==> src/hw/rtl/mrph_pkg.sv <==
// ----------------------------------------------------------------------------
// mrph_pkg
// Shared types and constants of the mixed-radix pattern histogram: the item
// and result payloads, configuration registers, and controller/datapath links.
// ----------------------------------------------------------------------------
`default_nettype none

package mrph_pkg;

  // field widths fixed by the item and result formats
  localparam int OPCODE_W    = 1;
  localparam int SID_FIELD_W = 6;
  localparam int FVAL_W      = 5;
  localparam int RPAT_W      = 11;
  localparam int STATUS_W    = 2;
  localparam int PIDX_W      = 11;
  localparam int COUNT_OUT_W = 16;
  localparam int TOTAL_W     = 24;
  localparam int NUM_FEAT_FIELDS = 6;

  // pattern accumulator: 5-bit radices over six digits stay below 31^6 < 2^30
  localparam int PAT_ACC_W = 30;

  // opcodes
  localparam logic [OPCODE_W-1:0] OP_RECORD = 1'b0;
  localparam logic [OPCODE_W-1:0] OP_READ   = 1'b1;

  // result status codes
  localparam logic [STATUS_W-1:0] STATUS_OK          = 2'd0;
  localparam logic [STATUS_W-1:0] STATUS_BAD_SAMPLE  = 2'd1;
  localparam logic [STATUS_W-1:0] STATUS_BAD_FEATURE = 2'd2;
  localparam logic [STATUS_W-1:0] STATUS_BEYOND      = 2'd3;

  // register map, word addressed
  localparam int PADDR_W = 5;
  localparam int PDATA_W = 32;
  localparam int REG_IDX_W = 3;
  localparam logic [REG_IDX_W-1:0] REG_SAMPLE_COUNT  = 3'd0;
  localparam logic [REG_IDX_W-1:0] REG_FEATURE_COUNT = 3'd1;
  localparam logic [REG_IDX_W-1:0] REG_FEATURE_SIZE0 = 3'd2;
  localparam logic [REG_IDX_W-1:0] REG_FEATURE_SIZE1 = 3'd3;
  localparam logic [REG_IDX_W-1:0] REG_FEATURE_SIZE2 = 3'd4;
  localparam logic [REG_IDX_W-1:0] REG_FEATURE_SIZE3 = 3'd5;
  localparam logic [REG_IDX_W-1:0] REG_FEATURE_SIZE4 = 3'd6;
  localparam logic [REG_IDX_W-1:0] REG_FEATURE_SIZE5 = 3'd7;

  // register reset values
  localparam logic [5:0] RST_SAMPLE_COUNT  = 6'd32;
  localparam logic [2:0] RST_FEATURE_COUNT = 3'd5;
  localparam logic [4:0] RST_FEATURE_SIZE0 = 5'd6;
  localparam logic [4:0] RST_FEATURE_SIZE1 = 5'd4;
  localparam logic [4:0] RST_FEATURE_SIZE2 = 5'd4;
  localparam logic [4:0] RST_FEATURE_SIZE3 = 5'd4;
  localparam logic [4:0] RST_FEATURE_SIZE4 = 5'd4;
  localparam logic [4:0] RST_FEATURE_SIZE5 = 5'd1;

  typedef struct packed {
    logic [OPCODE_W-1:0]    opcode;
    logic [SID_FIELD_W-1:0] sample_id;
    logic [FVAL_W-1:0]      feature_value_0;
    logic [FVAL_W-1:0]      feature_value_1;
    logic [FVAL_W-1:0]      feature_value_2;
    logic [FVAL_W-1:0]      feature_value_3;
    logic [FVAL_W-1:0]      feature_value_4;
    logic [FVAL_W-1:0]      feature_value_5;
    logic [RPAT_W-1:0]      read_pattern;
  } item_t;

  typedef struct packed {
    logic [STATUS_W-1:0]    status;
    logic [PIDX_W-1:0]      pattern_index;
    logic [COUNT_OUT_W-1:0] count;
    logic [TOTAL_W-1:0]     total_recorded;
  } result_t;

  typedef struct packed {
    logic [5:0]                             sample_count;
    logic [2:0]                             feature_count;
    logic [NUM_FEAT_FIELDS-1:0][FVAL_W-1:0] feature_size;
  } cfg_t;

  // controller to datapath
  typedef struct packed {
    logic clear_step;
    logic load;
    logic step;
    logic look;
    logic commit;
  } dp_cmd_t;

  // datapath to controller
  typedef struct packed {
    logic clear_last;
    logic feat_stop;
    logic out_free;
  } dp_stat_t;

endpackage

`default_nettype wire

==> src/hw/rtl/mrph_ctrl.sv <==
// ----------------------------------------------------------------------------
// mrph_ctrl
// Sequencing state machine: clearing pass after reset, then per transaction
// the digit loop, the counter lookup and the update/result commit.
// ----------------------------------------------------------------------------
`default_nettype none

module mrph_ctrl import mrph_pkg::*; (
  input  logic     clk,
  input  logic     rst,
  input  logic     item_valid,
  output logic     item_ready,
  input  dp_stat_t stat,
  output dp_cmd_t  cmd
);

  localparam logic [2:0] S_CLEAR = 3'd0;
  localparam logic [2:0] S_IDLE  = 3'd1;
  localparam logic [2:0] S_FEAT  = 3'd2;
  localparam logic [2:0] S_LOOK  = 3'd3;
  localparam logic [2:0] S_UPD   = 3'd4;

  logic [2:0] state;
  logic [2:0] state_next;

  assign item_ready = (state == S_IDLE);

  // next state and commands
  always_comb begin
    state_next = state;
    cmd        = '0;
    case (state)
      S_CLEAR: begin
        cmd.clear_step = 1'b1;
        if (stat.clear_last) begin
          state_next = S_IDLE;
        end
      end
      S_IDLE: begin
        if (item_valid) begin
          cmd.load   = 1'b1;
          state_next = S_FEAT;
        end
      end
      S_FEAT: begin
        if (stat.feat_stop) begin
          state_next = S_LOOK;
        end else begin
          cmd.step = 1'b1;
        end
      end
      S_LOOK: begin
        cmd.look   = 1'b1;
        state_next = S_UPD;
      end
      S_UPD: begin
        if (stat.out_free) begin
          cmd.commit = 1'b1;
          state_next = S_IDLE;
        end
      end
      default: begin
        state_next = S_IDLE;
      end
    endcase
  end

  // state register
  always_ff @(posedge clk) begin
    if (rst) begin
      state <= S_CLEAR;
    end else begin
      state <= state_next;
    end
  end

endmodule

`default_nettype wire

==> config.mk <==
export PLATFORM = sky130hd
export DESIGN_NAME = mrph_ctrl
export DESIGN_NICKNAME = d
export VERILOG_FILES = /design/src/hw/rtl/mrph_pkg.sv /design/src/hw/rtl/mrph_ctrl.sv
export SDC_FILE = /design/constraint.sdc
export NUM_CORES = 1
export LEC_CHECK = 0
export BUFFER_PORTS_ARGS = -buffer_cell sky130_fd_sc_hd__clkbuf_2
export CAP_MARGIN = 5
export CORE_AREA = 2 2 39 41
export DETAILED_ROUTE_END_ITERATION = 7
export DIE_AREA = 0 0 41 43
export GPL_TIMING_DRIVEN = 0
export HOLD_SLACK_MARGIN = 0.02
export PLACE_DENSITY = 0.45
export SLEW_MARGIN = 10
export SYNTH_ARGS = -nofsm -noshare
export SYNTH_HDL_FRONTEND = slang
export SYNTH_SLANG_ARGS = --single-unit
==> constraint.sdc <==
create_clock -name clk -period 1.9 [get_ports clk]
set_input_delay 0.19 -clock clk [delete_from_list [all_inputs] [get_ports clk]]
set_output_delay 0.19 -clock clk [all_outputs]
set_load 0.03 [all_outputs]
Yosys cells after proc, flatten, opt, wreduce, memory -nomap -nowiden
Cells that the tools add are included.
{"block": "word_totals", "register_bits": 3, "input_bits": 6, "out_inout_bits": 6, "word_cells": 24}
{"block": "classes", "n_eq_ne": 8, "muxes": 13, "n_reduce_logical": 2}
{"operator": "one-hot mux 3 bit (5 select lines)", "n": 1}
{"operator": "two-way mux 3 bit", "n": 4}
{"operator": "two-way mux 1 bit", "n": 8}
{"operator": "inequality test 2 bit, second input constant", "n": 4}
{"operator": "== test 3 x 2 -> 1 bit, second input constant", "n": 2}
{"operator": "AND reduction 4 bit", "n": 1}
{"operator": "== test 3 x 1 -> 1 bit, second input constant", "n": 1}
{"operator": "== test 3 bit, second input constant", "n": 1}
{"operator": "logical NOT 3 bit", "n": 1}

Depth between registers and ports, before layout
{"block": "depth", "depth_word": 3, "ltp_mapped": 4, "ltp_nobuf": 3}

Worst setup path after synthesis
No wires, ideal clock.
{"block": "synth_path", "kind": "reg2out", "from": "register state[0]", "to": "output cmd[3] in the netlist's numbering", "arrival_time_ns": 1.608, "path_slack_ns": 0.102, "stages_incl_launch_ff": 3, "path_buffers": 0, "cell_sequence": "dfxtp_1 > nor3b_1 > and2_1"}
{"element": "start: declaration", "line_no": "mrph_ctrl.sv:23", "text": "logic [2:0] state;"}
{"element": "start signal: assignment", "line_no": "mrph_ctrl.sv:73", "text": "state <= state_next;"}
{"element": "end: declaration", "line_no": "mrph_ctrl.sv:14", "text": "output dp_cmd_t cmd"}

==> metrics.txt <==
Setup violations, final=0; Hold EP=state[2]; Slew Limit Fails=0; first-pass GRT wire length=a little over 800 um; Slew @ Worst Pin=~0.25 ns; synth warn=0; final worst path period need=approximately 1.5 ns; startpoint types=register; Data arrival, critical path=1.27 ns; CTS clk-pin slew, worst paths=approximately 0.04 ns; Largest register FFs=3; clock latency on the worst-skew pair=roughly 0.23 ns; pwr dens=824 mW/mm^2; Detailed Route Iter0 Violations=8; # diodes=0; Synthesized Nets=31; worst min path class=in2reg; Die X=~41 um; sum of negative setup slack=0 ns; Largest Register=state; number of max-cap violations=0; Worst EP required=between 1.5 and 2 ns; core box area=0.00138 sq mm; share of cells above drive strength 1=42.5%; num ports=12; GP Congestion=~0.58; drt first pass iters=2; synthesized area per cell=about 8.1 sq um; flop2flop setup slack=roughly 0.78 ns; drt drc=0; Worst Hold Depth=2; maximum VDD drop=0.000142 V; Final Cycle Share=a little under 80%; Seq/Total Area, Yosys=approximately 30%; CTS tree=yes; number of synthesized flops with an enable pin=0; Tot GR Track Use=around 7.7%; relative slew slack=roughly 83%; Leak Pwr=approximately 0.14 nW; DR vias=around 230; mapped cell area=between 200 and 250 sq um; Overflow after GRT=0; row count=14; vias per inst=4.02; CTS buffer count=3; CTS max path bufs=2; R2R cell count=4; Yosys top cell area share=~30%; skew final=approximately 0.0018 ns; CP endpoint kind=primary output; hold_sp=rst; status=finished clean; Sink Count=3; ys flop type=dfxtp_1; capture point of the worst reg-to-reg path=state[0]; die area=between 0.0015 and 0.002 sq mm; DR WL/cell=around 9 um; Root Driver=clkbuf_4; Die H=roughly 43 um; fill count=between 150 and 200; largest area contributor in the netlist=dfxtp_1; Yosys cell types=18; Fin. Hold Viols=0; dpl cells=52; fraction of registers with async set or reset after synthesis=0%; final instance area=approximately 300 sq um; top cells by area, synth=dfxtp_1, or3b_1, nor3_1; RR Startpoint=state[2]; port bufs=11; final WL=slightly above 500 um; Critical Setup Path Class=reg2out; CP Max Fanout=9; RSZ-0062 raised after global routing=false; initial antenna violation count=0; number of hold buffers added after cts=0; top flop regs=state: 3 flops; P&R area growth vs syn=50.3%; Starting Density=about 15%; #FFs+latches synth=3; largest net degree at the start of global routing=11; Fmax achieved=between 0.6 and 0.7 GHz; H-tree levels=1; nets@finish=47; Finished Layout Cells=56; list of most frequent post-synthesis cells=dfxtp_1, nor3_1, a21oi_1, nor2_1, or3b_1; post-CTS sizing=0; post-detailed-route count of antenna-violating nets=0; vias in the first global route=a little under 200; setup bufs post-CTS=0; Area after DPL=roughly 280 sq um; Cells after Synth=25
worst max-delay path, stage by stage (launching register included):
cell,delay (ns)
dfxtp_1,0.45
nor3b_1,0.25
and2_1,0.15
clkbuf_2,0.19
layout make-up:
| class | instances | area (sq um) | area share, % |
|---|---|---|---|
| inverter | 1 | 3.75 | 1.24 |
| multi-input combinational | 19 | 119 | 39.3 |
| sequential | 3 | 60.1 | 19.8 |
| tap | 16 | 20.0 | 6.61 |
| clock buffer | 4 | 26.3 | 8.68 |
| buffer | 2 | 18.8 | 6.20 |
| timing repair buffer | 11 | 55.1 | 18.2 |
worst max-delay path by stage:
stage	from	to	slack [ns]
3_5_place_dp	state[0]	cmd[3]	0.67
3_3_place_gp	state[0]	cmd[3]	0.68
4_1_cts	state[0]	cmd[3]	0.43
5_1_grt	state[0]	cmd[3]	0.34
6_report	state[0]	cmd[3]	0.44
2_1_floorplan	state[0]	cmd[3]	0.10
logic make-up after synthesis:
group / count (synthesis) / share of synthesized area (%)
and+or+nand+nor: 14 / 44.7
buffers and inverters: 3 / 11.2
DFF: 3 / 29.8
AOI/OAI and AO/OA: 5 / 14.3
cell usage in the layout (no fill, tap or decap), types with 2 or more instances in the layout:
master	count
clkbuf_2	11
nor3_1	3
clkbuf_4	3
dfxtp_1	3
nor2_1	2
or3b_1	2
a21oi_1	2
layer usage:
layer | GRT usage (%) | up-vias | share of wire [%]
li1 | - | 120 | -
met1 | 9.06 | 96 | 47
met2 | 7.81 | 7 | 45
met3 | 4.71 | 2 | 6.1
met4 | 10.0 | 0 | 2.0
met5 | 0 | - | 0
through the flow:
step / worst slack, ns / total power, W / hold WS [ns] / utilization (%)
finish: 0.437 / 0.000250 / 0.159 / 21.9
global route: 0.340 / 0.000270 / 0.167 / 21.9
CTS: 0.426 / 0.000256 / 0.156 / 21.9
detailed placement: 0.674 / 0.000141 / 0.399 / 20.0
global placement: 0.678 / 0.000141 / 0.405 / 20.0
floorplan: 0.102 / 0.000120 / 0.262 / -
power by group:
part / leakage (nW) / switching, W / internal (W)
clock network: 0.0150 / 0.0000317 / 0.0000786
logic: 0.103 / 0.0000395 / 0.0000257
registers: 0.0246 / 0.00000597 / 0.0000681
Power figures use the tool's default switching activity.
