[config.mk]
export PLATFORM = sky130hd
export DESIGN_NAME = mrph_cfg
export DESIGN_NICKNAME = d
export VERILOG_FILES = /design/src/hw/rtl/mrph_pkg.sv /design/src/hw/rtl/mrph_cfg.sv
export SDC_FILE = /design/constraint.sdc
export NUM_CORES = 1
export LEC_CHECK = 0
export ABC_CLOCK_PERIOD_IN_PS = 3710
export BUFFER_PORTS_ARGS = -buffer_cell sky130_fd_sc_hd__buf_2
export CORE_MARGIN = 8
export CORE_UTILIZATION = 43
export DETAILED_ROUTE_END_ITERATION = 16
export GPL_ROUTABILITY_DRIVEN = 0
export GPL_TIMING_DRIVEN = 0
export PLACE_DENSITY = 0.78
export SLEW_MARGIN = 20
export SYNTH_ARGS = -nofsm -noshare
export SYNTH_HDL_FRONTEND = slang
export SYNTH_SLANG_ARGS = --single-unit
[constraint.sdc]
create_clock -name clk -period 3.71 [get_ports clk]
set_input_delay 0.1855 -clock clk [delete_from_list [all_inputs] [get_ports clk]]
set_output_delay 0.1855 -clock clk [all_outputs]
set_load 0.05 [all_outputs]
[src/hw/rtl/mrph_pkg.sv]
// ----------------------------------------------------------------------------
// mrph_pkg
// Shared types and constants of the mixed-radix pattern histogram: the item
// and result payloads, configuration registers, and controller/datapath links.
// ----------------------------------------------------------------------------
`default_nettype none

package mrph_pkg;

  // field widths fixed by the item and result formats
  localparam int OPCODE_W    = 1;
  localparam int SID_FIELD_W = 6;
  localparam int FVAL_W      = 5;
  localparam int RPAT_W      = 11;
  localparam int STATUS_W    = 2;
  localparam int PIDX_W      = 11;
  localparam int COUNT_OUT_W = 16;
  localparam int TOTAL_W     = 24;
  localparam int NUM_FEAT_FIELDS = 6;

  // pattern accumulator: 5-bit radices over six digits stay below 31^6 < 2^30
  localparam int PAT_ACC_W = 30;

  // opcodes
  localparam logic [OPCODE_W-1:0] OP_RECORD = 1'b0;
  localparam logic [OPCODE_W-1:0] OP_READ   = 1'b1;

  // result status codes
  localparam logic [STATUS_W-1:0] STATUS_OK          = 2'd0;
  localparam logic [STATUS_W-1:0] STATUS_BAD_SAMPLE  = 2'd1;
  localparam logic [STATUS_W-1:0] STATUS_BAD_FEATURE = 2'd2;
  localparam logic [STATUS_W-1:0] STATUS_BEYOND      = 2'd3;

  // register map, word addressed
  localparam int PADDR_W = 5;
  localparam int PDATA_W = 32;
  localparam int REG_IDX_W = 3;
  localparam logic [REG_IDX_W-1:0] REG_SAMPLE_COUNT  = 3'd0;
  localparam logic [REG_IDX_W-1:0] REG_FEATURE_COUNT = 3'd1;
  localparam logic [REG_IDX_W-1:0] REG_FEATURE_SIZE0 = 3'd2;
  localparam logic [REG_IDX_W-1:0] REG_FEATURE_SIZE1 = 3'd3;
  localparam logic [REG_IDX_W-1:0] REG_FEATURE_SIZE2 = 3'd4;
  localparam logic [REG_IDX_W-1:0] REG_FEATURE_SIZE3 = 3'd5;
  localparam logic [REG_IDX_W-1:0] REG_FEATURE_SIZE4 = 3'd6;
  localparam logic [REG_IDX_W-1:0] REG_FEATURE_SIZE5 = 3'd7;

  // register reset values
  localparam logic [5:0] RST_SAMPLE_COUNT  = 6'd32;
  localparam logic [2:0] RST_FEATURE_COUNT = 3'd5;
  localparam logic [4:0] RST_FEATURE_SIZE0 = 5'd6;
  localparam logic [4:0] RST_FEATURE_SIZE1 = 5'd4;
  localparam logic [4:0] RST_FEATURE_SIZE2 = 5'd4;
  localparam logic [4:0] RST_FEATURE_SIZE3 = 5'd4;
  localparam logic [4:0] RST_FEATURE_SIZE4 = 5'd4;
  localparam logic [4:0] RST_FEATURE_SIZE5 = 5'd1;

  typedef struct packed {
    logic [OPCODE_W-1:0]    opcode;
    logic [SID_FIELD_W-1:0] sample_id;
    logic [FVAL_W-1:0]      feature_value_0;
    logic [FVAL_W-1:0]      feature_value_1;
    logic [FVAL_W-1:0]      feature_value_2;
    logic [FVAL_W-1:0]      feature_value_3;
    logic [FVAL_W-1:0]      feature_value_4;
    logic [FVAL_W-1:0]      feature_value_5;
    logic [RPAT_W-1:0]      read_pattern;
  } item_t;

  typedef struct packed {
    logic [STATUS_W-1:0]    status;
    logic [PIDX_W-1:0]      pattern_index;
    logic [COUNT_OUT_W-1:0] count;
    logic [TOTAL_W-1:0]     total_recorded;
  } result_t;

  typedef struct packed {
    logic [5:0]                             sample_count;
    logic [2:0]                             feature_count;
    logic [NUM_FEAT_FIELDS-1:0][FVAL_W-1:0] feature_size;
  } cfg_t;

  // controller to datapath
  typedef struct packed {
    logic clear_step;
    logic load;
    logic step;
    logic look;
    logic commit;
  } dp_cmd_t;

  // datapath to controller
  typedef struct packed {
    logic clear_last;
    logic feat_stop;
    logic out_free;
  } dp_stat_t;

endpackage

`default_nettype wire

[src/hw/rtl/mrph_cfg.sv]
// ----------------------------------------------------------------------------
// mrph_cfg
// Configuration register file behind the APB-style port: sample count,
// feature count and the six feature radices.
// ----------------------------------------------------------------------------
`default_nettype none

module mrph_cfg import mrph_pkg::*; (
  input  logic               clk,
  input  logic               rst,
  input  logic               psel,
  input  logic               penable,
  input  logic               pwrite,
  input  logic [PADDR_W-1:0] paddr,
  input  logic [PDATA_W-1:0] pwdata,
  output logic [PDATA_W-1:0] prdata,
  output logic               pready,
  output cfg_t               cfg
);

  logic                 wr_en;
  logic [REG_IDX_W-1:0] reg_idx;

  assign pready  = 1'b1;
  assign wr_en   = psel && penable && pwrite;
  assign reg_idx = paddr[PADDR_W-1:2];

  // register writes, masked to each register's width
  always_ff @(posedge clk) begin
    if (rst) begin
      cfg.sample_count    <= RST_SAMPLE_COUNT;
      cfg.feature_count   <= RST_FEATURE_COUNT;
      cfg.feature_size[0] <= RST_FEATURE_SIZE0;
      cfg.feature_size[1] <= RST_FEATURE_SIZE1;
      cfg.feature_size[2] <= RST_FEATURE_SIZE2;
      cfg.feature_size[3] <= RST_FEATURE_SIZE3;
      cfg.feature_size[4] <= RST_FEATURE_SIZE4;
      cfg.feature_size[5] <= RST_FEATURE_SIZE5;
    end else if (wr_en) begin
      case (reg_idx)
        REG_SAMPLE_COUNT:  cfg.sample_count    <= pwdata[5:0];
        REG_FEATURE_COUNT: cfg.feature_count   <= pwdata[2:0];
        REG_FEATURE_SIZE0: cfg.feature_size[0] <= pwdata[FVAL_W-1:0];
        REG_FEATURE_SIZE1: cfg.feature_size[1] <= pwdata[FVAL_W-1:0];
        REG_FEATURE_SIZE2: cfg.feature_size[2] <= pwdata[FVAL_W-1:0];
        REG_FEATURE_SIZE3: cfg.feature_size[3] <= pwdata[FVAL_W-1:0];
        REG_FEATURE_SIZE4: cfg.feature_size[4] <= pwdata[FVAL_W-1:0];
        REG_FEATURE_SIZE5: cfg.feature_size[5] <= pwdata[FVAL_W-1:0];
        default: ;
      endcase
    end
  end

  // read back
  always_comb begin
    case (reg_idx)
      REG_SAMPLE_COUNT:  prdata = PDATA_W'(cfg.sample_count);
      REG_FEATURE_COUNT: prdata = PDATA_W'(cfg.feature_count);
      REG_FEATURE_SIZE0: prdata = PDATA_W'(cfg.feature_size[0]);
      REG_FEATURE_SIZE1: prdata = PDATA_W'(cfg.feature_size[1]);
      REG_FEATURE_SIZE2: prdata = PDATA_W'(cfg.feature_size[2]);
      REG_FEATURE_SIZE3: prdata = PDATA_W'(cfg.feature_size[3]);
      REG_FEATURE_SIZE4: prdata = PDATA_W'(cfg.feature_size[4]);
      REG_FEATURE_SIZE5: prdata = PDATA_W'(cfg.feature_size[5]);
      default:           prdata = '0;
    endcase
  end

endmodule

`default_nettype wire

* Yosys cells after proc, flatten, opt, wreduce, memory -nomap -nowiden *
Cells that the tools add are included.

storage, ports and cells
  register bits = 39
  word-level logic and storage cells = 27

cells by class
  equality and inequality tests = 7
  mux-type cells = 1
  reductions and logical operators = 11

operators by type and width
  operator                                             number
  one-hot mux 32 bit (8 select lines)                  1
  AND reduction 2 bit                                  8
  equality test 3 bit, second input constant           4
  equality test 3 x 2 -> 1 bit, second input constant  2
  equality test 3 x 1 -> 1 bit, second input constant  1
  zero test 3 bit                                      1
  logical AND 1 bit                                    2

* Longest topological paths before layout *
Gate-level depths: netlist (run 1).

  depth in word-level cells = 3
  mapped depth = 6

* Worst setup path before layout (run 1) *
Ideal clock, no wire load.

  path type = register to output
  from = register cfg[3] (netlist bit)
  to = output port prdata[3]
  arrival = 1.796 ns
  data required time = 3.524 ns
  path slack = 1.728 ns
  stages on the path, launching flop included = 5
  path buffers = 0
  path through = dfxtp_1 > inv_1 > a21oi_1 > o21bai_1 > a31oi_1

between the ends
  longest elaborated chain between the ends = 1

ends and longest elaborated chain
  element                              line            text
  start, declared                      mrph_cfg.sv:18  output cfg_t cfg
  one-hot mux 32 bit (8 select lines)  mrph_cfg.sv:56  case (reg_idx)
  end, declared                        mrph_cfg.sv:16  output logic [PDATA_W-1:0] prdata,

Every way passes these cells. The select of a mux whose other input is x is not followed.

* Worst setup path after layout (run 1) *
  from = register cfg[15] (netlist bit)
  to = output port prdata[0]

The elaborated chain is that of the path after synthesis.

==> results.txt, run 1 <==
The run finished with clean final reports. In this run the tool buffered the top-level ports with 51 buffer cells. Count of instances resized after the clock tree is built: 0. The floorplan step set the die width to 85.4 µm. Clock-pin slew was measured on the worst setup and hold paths at 0.07 ns.

During I/O placement, the number of pins put on the boundary was 114. The tools report the area of the die as 7290 µm². The finished cells cover 2590 µm². After Yosys synthesis, full adders, half adders and majority gates account for 0% of the synthesized area.

The min-delay analysis places its worst path in the category in -> reg. The register with the most flip-flops in the layout has 39 of them. After detailed routing, the average wire length per cell comes to 15.7 µm.

The logs give 30 for the number of distinct library cells after synthesis and 0 for the number of buffers inserted for hold repair after clock tree synthesis. The largest single stage delay on the critical path is 0.35 ns. For the final routed database, the setup TNS stands at 0 ns. The area fraction in and, or, nand and nor cells after synthesis came out at 18.3%. The kind of start point of the critical path was a register. The via count is 1978, and the largest net degree at the start of global routing is 12.

Walking the worst path, the cells encountered are mux2_2, a22o_1, a221oi_1, nor2_1, buf_2. The count of clock tree sinks is 39, and the initial standard-cell utilization of the core is 44.1%. Net switching is 31.1% of the power.

By area, the combinational part of the netlist is dominated by simple AND/OR/NAND/NOR gates. The internal power of the cells totals 0.000641 W. The run gives 37.7% as the sequential element share of the synthesized area.

Grouping stages by cell kind, the critical path spends the most delay in compound AO/OA/AOI/OAI gates. The total core area is 4690 µm², and the area of the mapped netlist is 2070 µm². The logic gate share of total power was 20.4%; the DRC violation count after routing was 0.

The clock network burns 33.9% of the power. The largest registers in the layout are cfg: 39 flops. For the worst setup path, the data required time is 3.52 ns. Initial antenna violation count: 0. The design draws 0.000930 W. The worst IR drop on VDD was 0.135 mV; the XOR/XNOR share of the synthesized area was 0%.

At the later pin of the worst-skew pair, clock insertion delay measures 0.29 ns. The arrival time reported for the critical path endpoint is 1.74 ns. For the maximum clock frequency, the log shows 519 MHz.

The endpoint kind of the worst setup timing path is an output port. The synthesized-area fraction occupied by ao, oa, aoi and oai cells was 17.6%. Counting flops per register, the top entry is cfg.

Final-report hold violation count: 0. The tools report the switching component of the power as 0.000289 W. The slowest cell on the critical path is a221oi_1.

Global routing used 16.3% of the available tracks. Buffers added to address setup during post-CTS repair amount to 0. The total overflow left after global routing is 0. Worst setup path category: reg -> out.

The average via count per standard cell is 5.05. The layout-stage area growth over the synthesis result was 25.0%; the remaining number of nets flagged by the antenna check after routing was 0. Setup repair after global routing left no endpoint under its margin. The logs give 2490 µm² for the cell area after placement and 2 for the number of H-tree branching levels. The number of clock buffers added by TritonCTS is 5. In this run the worst path has a maximum fanout of 3. Final worst-path cycle share: 52.0%. The share of final-layout standard cells stronger than drive strength 1 is 28.4%. For the max-slew violation count, the log shows 0. The sum of buffers and inverters on the critical path works out to 1. The count of yosys warnings during synthesis is 0, and the power density over cell area is 360 nW/µm². The logs give 254 for the number of instances in the synthesized netlist and 55.1% for the end-of-flow core utilization.

Maximum root-to-sink buffer count: 2. The logs give 4 for the detailed-router iteration count before antenna repair and 4640 µm for the post-detailed-placement half-perimeter wirelength. 0 antenna diodes ended up in the layout. For the final count of negative-setup-slack endpoints, the log shows 0.

Row generation in the floorplan step produced 25 rows. The first routing iteration left 112 violations. Master cell of the clock root buffer: clkbuf_8. Summed over all cells, the static leakage comes to 1.26 nW.

TritonCTS built the clock tree. The synthesized design contains 39 register bits. The first global-routing pass estimated 9470 µm of wire. The wire length after detailed routing was 6140 µm.

After the last flow step, the layout net total stands at 379. Mean area per synthesized cell: 8.15 µm². Counting I/O delays and the setup requirement, the final critical path takes 1.93 ns. Registers are responsible for 45.6% of the overall power. The via count of the first global-routing pass came out at 1866. On the final layout, the worst clock skew is 0 ns. Multiplexer fraction of the synthesized cell area: 10.3%.

The die height is 85.4 µm. For the number of maximum-capacitance constraint violations, the log shows 0. The number of fill cells came out at 478.
## worst min-delay path, cell delays in order
cell and delay, ns:
buf_2 0.07, inv_1 0.03, nor2_1 0.09, a211o_1 0.09
## Yosys cell counts (all sizes together)
library cell	number	share of area [%]
o21ai	24	5.8
nand2b	4	1.2
inv	6	1.1
a221oi	6	2.5
a22o	3	1.3
a31oi	1	0.30
conb	2	0.36
nand4	1	0.60
nor3b	1	0.36
o32ai	1	0.42
dfxtp	39	38
nand4b	2	1.6
a21boi	1	0.36
a211o	3	1.3
o32a	1	0.48
nand3b	6	2.2
or3	3	0.91
a21oi	20	4.8
nand2	29	5.3
buf	34	12
nor2b	5	1.5
o21bai	1	0.36
mux2i	18	8.7
mux2	3	1.6
nor2	26	4.7
clkbuf	14	2.5
## cell usage in the layout, fill, tap and decap left out, drive strengths merged, types with 6 or more instances in the layout
| cell type | synthesis | routed |
|---|---|---|
| buf | 34 | 85 |
| dfxtp | 39 | 39 |
| nand2 | 29 | 29 |
| conb | 2 | 27 |
| nor2 | 26 | 26 |
| o21ai | 24 | 24 |
| clkbuf | 14 | 22 |
| a21oi | 20 | 20 |
| mux2i | 18 | 18 |
| nand3b | 6 | 6 |
| inv | 6 | 6 |
| a221oi | 6 | 6 |
## cells by family after synthesis
group,count (synthesis)
other,2
multiplexers,21
AND/OR/NAND/NOR,77
buffers and inverters,54
AO/OA/AOI/OAI,61
flip-flops,39
## final timing paths
check / from / end / slack (ns) / depth (start not counted)
worst max-delay path: cfg[15] / prdata[0] / 1.78 / 5
worst min-delay path: pwdata[5] / cfg[38] / 0.20 / 4
worst max register to register: cfg[30] / cfg[30] / 2.87 / 2
worst min register to register: cfg[38] / cfg[38] / 0.49 / 1
## cell type report
type	instances	area (µm²)	area share (%)
Timing Repair Buffer	51	255	9.86
Multi-Input combinational cell	186	1060	41.0
Clock buffer	8	100	3.87
Sequential cell	39	781	30.2
Buffer	48	302	11.7
Inverter	6	22.5	0.870
Tap cell	54	67.6	2.61
## power by group through the flow
stage / Sequential (W) / Combinational (W) / Clock [W]
after global placement: 0.000434 / 0.000186 / 0
after CTS: 0.000425 / 0.000188 / 0.000319
after floorplan: 0.000446 / 0.000145 / 0
after detailed placement: 0.000434 / 0.000187 / 0
after global routing: 0.000425 / 0.000200 / 0.000339
final: 0.000425 / 0.000190 / 0.000316
## metrics by stage
stage	setup slack [ns]	cells	hold slack [ns]
floorplan	1.73	279	0.322
global placement	2.07	384	0.468
detailed placement	2.04	384	0.481
CTS	1.80	392	0.199
global route	1.71	392	0.204
finish	1.78	392	0.202
## routing by layer
layer	global-route usage (%)	share of wire (%)	wire (µm)
met1	17.4	39	2410
met2	29.0	50	3080
met3	6.47	9.5	582
met4	4.14	1.2	74
met5	0	0	0
(Power assumes the default switching activity.)
==> inputs of run 2 (changes only) <==
ABC_CLOCK_PERIOD_IN_PS = 1700   (was 3710)
CORE_UTILIZATION = 40   (was 43)
PLACE_DENSITY = 0.76   (was 0.78)
clock period = 1.7 ns   (was 3.71 ns; I/O delays follow)
==> results.txt, run 2 (synthesis results as in run 1) <==
The flow ran to the end, and the final reports show no timing, DRC or antenna violations. The via count of the first global-routing pass was 1917. Of the total power, the clock network draws 36.4%. Detailed-router iteration count before antenna repair: 4. The total overflow left after global routing is 0.

The master cell of the clock root buffer was clkbuf_8. The total number of nets in the final design was 381. Of all nets on the critical path, the largest fanout is 3. After detailed routing, the average wire length per cell comes to 15.0 µm.

The final-report hold violation count came out at 0. The initial antenna violation count was 0; the cell-internal power was 0.00148 W. The library cell used most frequently in the layout, excluding fill and tap cells, is buf_2.

The tools report the total core area as 5040 µm². Total inserted antenna cells: 0. For the final database, setup skew stands at 0 ns.

The floorplan step defined a die boundary enclosing 7740 µm². Die height: 88.0 µm. Global-route wire length before repair: 9280 µm. The register with the most flip-flops in the layout has 39 of them.

In the layout the commonest cells are buf_2, dfxtp_1, nand2_1, buf_4, conb_1. The average via count per standard cell was 4.77. Number of buffers created by CTS: 5. The tools report the number of H-tree branching levels as 2. Adding up every negative setup slack in the final design gives 0 ns.

In this run the power density over the cells is 791 nW/µm². The shortest period the worst path allows is 1.69 ns. Setup slack closes at 0.0137 ns. Once detail routing completed, the nets flagged for antenna violations numbered 0. Slowest cell on the critical path: dfxtp_2.

On the worst path, the slowest cell contributes a delay of 0.33 ns. Sequential cells account for 43.3% of the total power. For the number of rows created at floorplan, the log shows 26. Endpoint kind of the worst setup timing path: an output port. Traced cell by cell, the critical path runs through mux2_4, a22o_1, a221oi_2, nor2_2, buf_6. The arrival time reported for the critical path endpoint is 1.60 ns, and the final worst-path cycle share is 99.2%.

The die is 88.0 µm wide. The number of hold buffers added after CTS was 0. The number of fill cells came out at 475.

Counting flops per register, the top entry is cfg. OpenSTA, run right after detailed placement, puts the worst setup slack at 0.221 ns. The post-detailed-placement half-perimeter wirelength was 4720 µm. Wire length after detailed routing: 6130 µm. The iteration-0 DRC count of the detailed router is 106, and the final total power is 0.00214 W. 114 I/O pins were placed. The worst hold path belongs to the class in -> reg.

The register cell area after layout was 788 µm²; the worst IR drop on VDD was 0.423 mV. The logs give 2 for the maximum root-to-sink buffer count and 53.6% for the end-of-flow core utilization. Setup repair after global routing could not meet its margin everywhere. Switching component of the power: 0.000661 W. Global routing used 15.7% of the available tracks. Setup violations remaining at the end of the flow were counted as 0. The max-slew violation count is 0. The logs give 1100 µm² for the multi-input combinational cell area and 0 for the DRC violation count after routing.

The via count is 1955. Total leakage power: 1.30 nW. The initial standard-cell utilization of the core came out at 41.1%. The required arrival time at the worst endpoint was 1.62 ns; the switching portion of total power was 30.9%. Largest net degree at the start of global routing: 14. TritonCTS built the clock tree. For this run, the top clock speed supported by timing is 593 MHz.

The later pin in the worst-skew pair is clocked with a latency of 0.29 ns. Logic gate share of total power: 20.3%. The kind of start point of the critical path was a register. The largest registers in the layout are cfg: 39 flops. The clock-pin slew of the registers on the worst-case setup and hold paths was 0.08 ns; the layout-stage area growth over the synthesis result was 30.6%.

For the number of maximum-capacitance constraint violations, the log shows 0. The worst setup path category is reg -> out. Counting every sink on the clock net gives 39. The share of final-layout standard cells stronger than drive strength 1 was 32.9%. The total of buffers placed on input and output ports came out at 51.
run 2: cell count changes in the layout (fill, tap and decap cells not counted), sizes merged:
| cell | before | now |
|---|---|---|
| clkbuf | 22 | 19 |
| buf | 85 | 87 |
| clkinv | 0 | 2 |
| bufinv | 0 | 1 |
run 2: final timing paths:
kind / startpoint / endpoint / slack [ns] / cells past startpoint
setup reg to reg: cfg[32] / cfg[32] / 0.85 / 2
setup / recovery: cfg[16] / prdata[1] / 0.01 / 5
hold / removal: pwdata[4] / cfg[29] / 0.09 / 3
hold reg to reg: cfg[16] / cfg[16] / 0.49 / 2
run 2: stage by stage:
step                instances  instance area, µm²  hold slack (ns)
finish                    410                2710           0.0945
global route              410                2710           0.0876
CTS                       408                2660           0.0792
detailed placement        400                2520            0.408
global placement          400                2520            0.400
floorplan                 279                2180            0.221
run 2: worst max-delay path, delay by kind of cell (launching register included):
kind,cells,cell delay [ns]
AOI/OAI and AO/OA,2,0.48
DFF,1,0.33
muxes,1,0.26
buffers and inverters,1,0.16
and+or+nand+nor,1,0.07
run 2: power by group through the flow:
stage          logic, W  registers [W]  clock network [W]
6_report       0.000435       0.000927           0.000778
5_1_grt        0.000459       0.000928           0.000841
4_1_cts        0.000419       0.000926           0.000793
3_5_place_dp   0.000411       0.000948                  0
3_3_place_gp   0.000409       0.000947                  0
2_1_floorplan  0.000319       0.000974                  0
run 2: cell type report:
| cell class | instances | area share, % |
|---|---|---|
| buffer | 48 | 11.1 |
| clock buffer | 5 | 2.54 |
| clock inverter | 3 | 1.62 |
| inverter | 6 | 0.833 |
| multi-input combinational | 186 | 40.8 |
| sequential | 39 | 29.1 |
| tap | 70 | 3.24 |
| timing repair buffer | 53 | 10.7 |
run 2: metal layers:
metal | GRT usage, % | wire length (µm)
met5 | 0 | 0
met4 | 6.72 | 64
met3 | 5.35 | 464
met2 | 27.3 | 3060
met1 | 16.8 | 2550
run 2: repair_timing:
| item | in CTS | in global routing |
|---|---|---|
| gates resized for setup | 5 | 15 |
| pin swaps | 1 | 4 |
| gates cloned | 0 | 0 |
| setup endpoints to repair | 3 | 3 |
| setup buffers | 0 | 2 |
